--- src/hw/rtl/sigmoid_progress_weight_defines.svh ---
// Assertion macros for the sigmoid progress weight block.
// Used by modules that check their own pipeline; expects i_clk and i_rst_n in scope.
`ifndef SIGMOID_PROGRESS_WEIGHT_DEFINES_SVH
`define SIGMOID_PROGRESS_WEIGHT_DEFINES_SVH

// same-cycle implication
`define SPW_ASSERT_IMPL(lbl, ante, cons, msg) \
    lbl: assert property (@(posedge i_clk) disable iff (!i_rst_n) (ante) |-> (cons)) \
        else $error(msg);

// next-cycle implication
`define SPW_ASSERT_NEXT(lbl, ante, cons, msg) \
    lbl: assert property (@(posedge i_clk) disable iff (!i_rst_n) (ante) |=> (cons)) \
        else $error(msg);

`endif

--- src/hw/rtl/spw_pkg.sv ---
// Shared constants, types and constant functions for the sigmoid progress weight block.
// No dependencies.
`timescale 1ns / 1ps

package spw_pkg;

    localparam int LUT_BITS = 10;                 // fraction bits of log2 / exp2
    localparam int LOG_W    = LUT_BITS + 4;       // unsigned log2 of a 16-bit value
    localparam int M_W      = 31;                 // log2 mantissa, Q1.30
    localparam int E_W      = 31;                 // exp2 value, Q1.30
    localparam int Q_BITS   = 17;                 // weight quotient, Q0.16 up to 1.0
    localparam int D_W      = 63;                 // divisor 2^30 + scaled exp2
    localparam int N_W      = 62;                 // dividend 2^46 + D/2
    localparam logic [16:0] ONE_Q16  = 17'h10000;
    localparam logic [16:0] HALF_Q16 = 17'h08000;

    // register indexes of the config channel
    localparam logic [2:0] CFG_MODE  = 3'd0;
    localparam logic [2:0] CFG_FIXED = 3'd1;
    localparam logic [2:0] CFG_MIN   = 3'd2;
    localparam logic [2:0] CFG_MAX   = 3'd3;
    localparam logic [2:0] CFG_MID   = 3'd4;
    localparam logic [2:0] CFG_POW   = 3'd5;
    localparam logic [2:0] CFG_RSVD6 = 3'd6;
    localparam logic [2:0] CFG_RSVD7 = 3'd7;

    typedef struct packed {
        logic        spec;    // weight forced, curve result ignored
        logic [16:0] wspec;   // forced weight, Q0.16
    } t_side;

    // bitwise integer square root, elaboration use only
    function automatic logic [63:0] isqrt64(input logic [63:0] v);
        logic [63:0] res;
        logic [63:0] bitv;
        logic [63:0] rem;
        res  = '0;
        bitv = 64'h4000_0000_0000_0000;
        rem  = v;
        for (int i = 0; i < 32; i++) begin
            if (rem >= res + bitv) begin
                rem = rem - (res + bitv);
                res = (res >> 1) + bitv;
            end else begin
                res = res >> 1;
            end
            bitv = bitv >> 2;
        end
        return res;
    endfunction

    // 2^(2^-k) in Q1.30, each root taken from the previous one
    function automatic logic [E_W-1:0] root_const(input int k);
        logic [63:0] c;
        c = 64'h8000_0000;
        for (int j = 1; j <= k; j++) begin
            c = isqrt64(c << 30);
        end
        return c[E_W-1:0];
    endfunction

endpackage

--- src/hw/rtl/spw_div.sv ---
// Pipelined restoring divider, one quotient bit per stage, for the logistic weight.
// Depends on spw_pkg; quotient must fit Q_BITS bits.
`timescale 1ns / 1ps

module spw_div (
    input  logic                        i_clk,
    input  logic [spw_pkg::N_W-1:0]     i_num,
    input  logic [spw_pkg::D_W-1:0]     i_den,
    output logic [spw_pkg::Q_BITS-1:0]  o_quot
);

    localparam int QB = spw_pkg::Q_BITS;
    localparam int DW = spw_pkg::D_W;

    logic [DW-1:0] r_r [0:QB-1];
    logic [DW-1:0] r_d [0:QB-1];
    logic [QB-1:0] r_n [0:QB-1];
    logic [QB-1:0] r_q [0:QB-1];

    for (genvar j = 0; j < QB; j++) begin : g_st
        logic [DW-1:0] w_r;
        logic [DW-1:0] w_d;
        logic [QB-1:0] w_n;
        logic [QB-1:0] w_q;
        logic [DW:0]   w_t;
        logic          w_ge;
        if (j == 0) begin : g_first
            // upper dividend bits are already below the divisor
            assign w_r = DW'(i_num >> QB);
            assign w_d = i_den;
            assign w_n = i_num[QB-1:0];
            assign w_q = '0;
        end else begin : g_next
            assign w_r = r_r[j-1];
            assign w_d = r_d[j-1];
            assign w_n = r_n[j-1];
            assign w_q = r_q[j-1];
        end
        assign w_t  = {w_r, w_n[QB-1-j]};
        assign w_ge = (w_t >= {1'b0, w_d});
        always_ff @(posedge i_clk) begin
            r_r[j] <= w_ge ? DW'(w_t - {1'b0, w_d}) : DW'(w_t);
            r_d[j] <= w_d;
            r_n[j] <= w_n;
            r_q[j] <= w_q | (QB'(w_ge) << (QB-1-j));
        end
    end

    assign o_quot = r_q[QB-1];

endmodule

--- config.mk ---
export PLATFORM = sky130hd
export DESIGN_NAME = spw_div
export DESIGN_NICKNAME = d
export VERILOG_FILES = /design/src/hw/rtl/sigmoid_progress_weight_defines.svh /design/src/hw/rtl/spw_pkg.sv /design/src/hw/rtl/spw_div.sv
export SDC_FILE = /design/constraint.sdc
export NUM_CORES = 2
export LEC_CHECK = 0
export BUFFER_PORTS_ARGS = -buffer_cell sky130_fd_sc_hd__buf_2
export CORE_ASPECT_RATIO = 1.75
export CORE_UTILIZATION = 56
export DETAILED_ROUTE_END_ITERATION = 6
export GPL_TIMING_DRIVEN = 0
export PLACE_DENSITY = 0.71
export SYNTH_ARGS = -nofsm -noshare
export SYNTH_HDL_FRONTEND = slang
export SYNTH_SLANG_ARGS = --single-unit
export TNS_END_PERCENT = 1
--- constraint.sdc ---
create_clock -name i_clk -period 9.3 [get_ports i_clk]
set_input_delay 0 -clock i_clk [delete_from_list [all_inputs] [get_ports i_clk]]
set_output_delay 0 -clock i_clk [all_outputs]
set_load 0.03 [all_outputs]
==> metrics.md <==
| Metric | Value |
|---|---|
| Outcome | `finished, violations left` |
| Failing checks | `capacitance limit, slew limit` |
| Hold Crit Start | `i_num[16]` |
| Fin nets | `15636` |
| Worst-path clk slew | `approximately 80 ps` |
| Initial core utilization | `0.563` |
| Antenna viol nets, final | `0` |
| Ranking of synthesized cells by area | `dfxtp_1 (39%), ha_1 (11%), a21oi_1 (5.6%)` |
| Worst Path Arrival | `8550 ps` |
| Max Cap Viol | `9` |
| Reg power frac | `0.380` |
| FFs w/ async S/R, synth | `0` |
| Post-synthesis xor/xnor area fraction | `0.0662` |
| Synth Register Bits | `2305` |
| Adder-Cell Fraction of Synth Area | `0.114` |
| Reg2Reg Depth | `16` |
| Mux cell area share after synthesis | `0.0261` |
| Slew headroom | `-0.242` |
| Vias in the first global route | `107716` |
| Required time of the worst setup path | `9980 ps` |
| Worst R2R Setup Slack | `1430 ps` |
| Initial antenna violation count | `10` |
| Placed cell count | `16758` |
| Synth Area in Simple Gates | `0.128` |
| Setup CP Type | `reg2reg` |
| Net Count, Synth | `14989` |
| Post-DP HPWL | `317000 µm` |
| LEAKAGE | `approximately 63 nW` |
| CTS sink count | `2305` |
| EDFF count, synth | `0` |
| Largest family of logic cells by synthesized area | `compound AO/OA/AOI/OAI gates` |
| Compound-Gate Fraction of Synth Area | `0.217` |
| Post-synthesis cell type count | `96` |
| DIE AREA | `roughly 210000 µm²` |
| Total gr overflow | `0` |
| CORE AREA | `211000 µm²` |
| GPL Wtd Cong | `0.976` |
| Count of final max-slew check failures | `82` |
| TritonCTS clock tree | `yes` |
| Synth Flop Type | `dfxtp_1` |
| Synth top area share | `0.389` |
| P&R area growth vs syn | `12.3%` |
| Worst-skew pair later-pin latency | `920 ps` |
| Hold Path Cell Cnt | `5` |
| Crit-path max FO | `10` |
| Min Tclk post-route | `a little under 8000 ps` |
| Register area share after synthesis | `0.389` |
| Clk_skew | `between 90 and 100 ps` |
| Startpoint Class | `register` |
| Worst-margin pin slew | `1840 ps` |
| Switching share of total power | `0.344` |
| TritonCTS Buffers | `~220` |
| Chip width | `350 µm` |
| Height of the die | `611 µm` |
| Switching power | `10.3 mW` |
| Non-filler cells, final | `17458` |
| Peak supply drop | `0.222 mV` |
| Drt drc | `0` |
| Yosys warning count | `0` |
| Clock share of power | `0.308` |
| RSZ-0062 raised after global routing | `false` |
| Drt pass-1 iters | `6` |
| Sum Neg Setup Slack | `0 ps` |
| Detailed Route Iter0 Violations | `6295` |
| Reg2reg start | `r_n[0][223]$_DFF_P_` |
| H-tree depth | `4` |
| Buffer depth of the longest clock path | `4` |
| Largest net degree at the start of global routing | `18` |
| FMAX | `between 0.1 and 0.15 GHz` |
| Cell-internal power | `between 15 and 20 mW` |
| Crit. End Element | `register` |
| Critical Path Source | `r_n[0][223]$_DFF_P_` |
| Area of the mapped netlist | `119000 µm²` |
| Drt wl/cell | `roughly 23 µm` |
| FF-to-FF End | `r_r[0][942]$_DFF_P_` |
| Routed via count | `around 100k` |
| Count leader, synth | `dfxtp_1` |
| Drt total wl | `just under 400000 µm` |
| Root buf cell | `clkbuf_16` |
| # IOs | `between 100 and 150` |
| Site Rows | `223` |
| Comb pwr share | `0.312` |
| Hold Vio Cnt, Final | `0` |
| Syn avg cell area | `8.59 µm²` |
| Biggest area consumer among synthesized cells | `dfxtp_1` |
| Min-delay worst type | `in2reg` |
| Pwr per Cell Area | `~220 nW/µm²` |
| GR Util All Layers | `0.361` |
| Share of post-route cells with drive strength above 1 | `0.0644` |
| Port bufs | `roughly 140` |
| Syn Inst Count | `13793` |
| Worst Hold End | `r_r[0][0]$_DFF_P_` |
| Tcrit/Tclk final | `0.847` |
| # setup viols final | `0` |
| Synth top cells by count | `dfxtp_1 (2305), a21oi_1 (1336), inv_1 (1332)` |
| Vias per cell | `roughly 5.8` |
| First-pass GRT wire length | `588000 µm` |
[cell families after synthesis]
| kind of cell | count (synthesis) |
|---|---|
| buffers and inverters | 1848 |
| AND/OR/NAND/NOR | 3219 |
| adder cells (fa/ha/maj) | 1070 |
| XOR/XNOR | 896 |
| AO/OA/AOI/OAI | 4178 |
| multiplexers | 277 |
| flip-flops | 2305 |
[layout make-up]
| class | instances | area (µm²) |
|---|---|---|
| antenna | 40 | 100 |
| clock buffer | 277 | 5970 |
| multi-input combinational | 9640 | 65400 |
| inverter | 1334 | 5010 |
| timing repair buffer | 430 | 3570 |
| sequential | 2305 | 46100 |
| tap | 2812 | 3520 |
| buffer | 514 | 2030 |
| fill | 17561 | 77500 |
| clock inverter | 106 | 1370 |
[sequential cells by signal (all words and copies together) (netlist names)]
register	flops
r_d	1008
r_r	1008
r_q	153
r_n	136
[worst max-delay path by stage]
stage                                     end  slack (ps)  cells past startpoint
after floorplan           r_r[0][184]$_DFF_P_        5650                     15
after global placement    r_r[0][897]$_DFF_P_        1440                     15
after detailed placement  r_r[0][911]$_DFF_P_        1730                     16
after CTS                 r_r[0][911]$_DFF_P_        1680                     16
after global routing      r_r[0][505]$_DFF_P_        1670                     16
final                     r_r[0][942]$_DFF_P_        1430                     16
[metal layers]
metal / global-route usage / vias to the layer above / routed length [µm]
li1: - / 49267 / -
met1: 0.250 / 47623 / 110000
met2: 0.727 / 3460 / 217000
met3: 0.0372 / 1705 / 12100
met4: 0.455 / 0 / 57300
met5: 0 / - / 0
[cell usage in the layout (no fill, tap or decap), types with 135 or more instances in the layout]
cell type         n
dlygate4sd3_1   273
buf_2           199
xnor2_1         511
nand3_1         190
o21bai_1        197
inv_1          1332
o21ai_0        1084
a21oi_1        1335
nand2_1        1162
ha_1           1054
xor2_1          385
nor3_1          166
clkbuf_16       218
a21o_1          702
nor2b_1         154
nor2_1          756
mux2_2          257
nand2b_1        135
dfxtp_1        2305
clkbuf_1        469
nand4_1         265
[critical path, stage by stage, from the launching register on]
cell      delay [ps]
dfxtp_1          670
inv_1            190
ha_1             200
fa_1             240
nor2b_1           60
o21ai_0          210
a21oi_1          150
nor3_1           720
o221ai_1         400
o2111a_1         430
o21ai_0         1150
a21oi_1          460
o31ai_4          190
buf_8            230
clkbuf_1         870
clkbuf_1        1160
o21ai_0          280
[power by group through the flow]
stage	Clock (mW)	Sequential, mW	Combinational [mW]
after floorplan	0	11.4	6.40
after global placement	0	11.5	8.69
after detailed placement	0	11.6	8.90
after CTS	9.34	11.4	9.07
after global routing	9.71	11.5	10.1
final	9.23	11.4	9.33
[timing repair]
action                    in CTS  in global routing
setup buffers                  0                  0
gates resized for setup        0                  0
hold endpoints to repair     142                  0
hold buffers                 273                  0
[through the flow]
stage          hold slack, ps  utilization  setup WS [ps]  total power [mW]  instance area, µm²
6_report                  157        0.632           1430              29.9              133000
5_1_grt                   146        0.632           1670              31.3              133000
4_1_cts                  42.8        0.631           1680              29.8              133000
3_5_place_dp              104        0.584           1730              20.5              123000
3_3_place_gp              102        0.583           1440              20.2              123000
2_1_floorplan            27.7            -           5650              17.8              119000
Note: power is estimated with default switching activity, not from simulation.
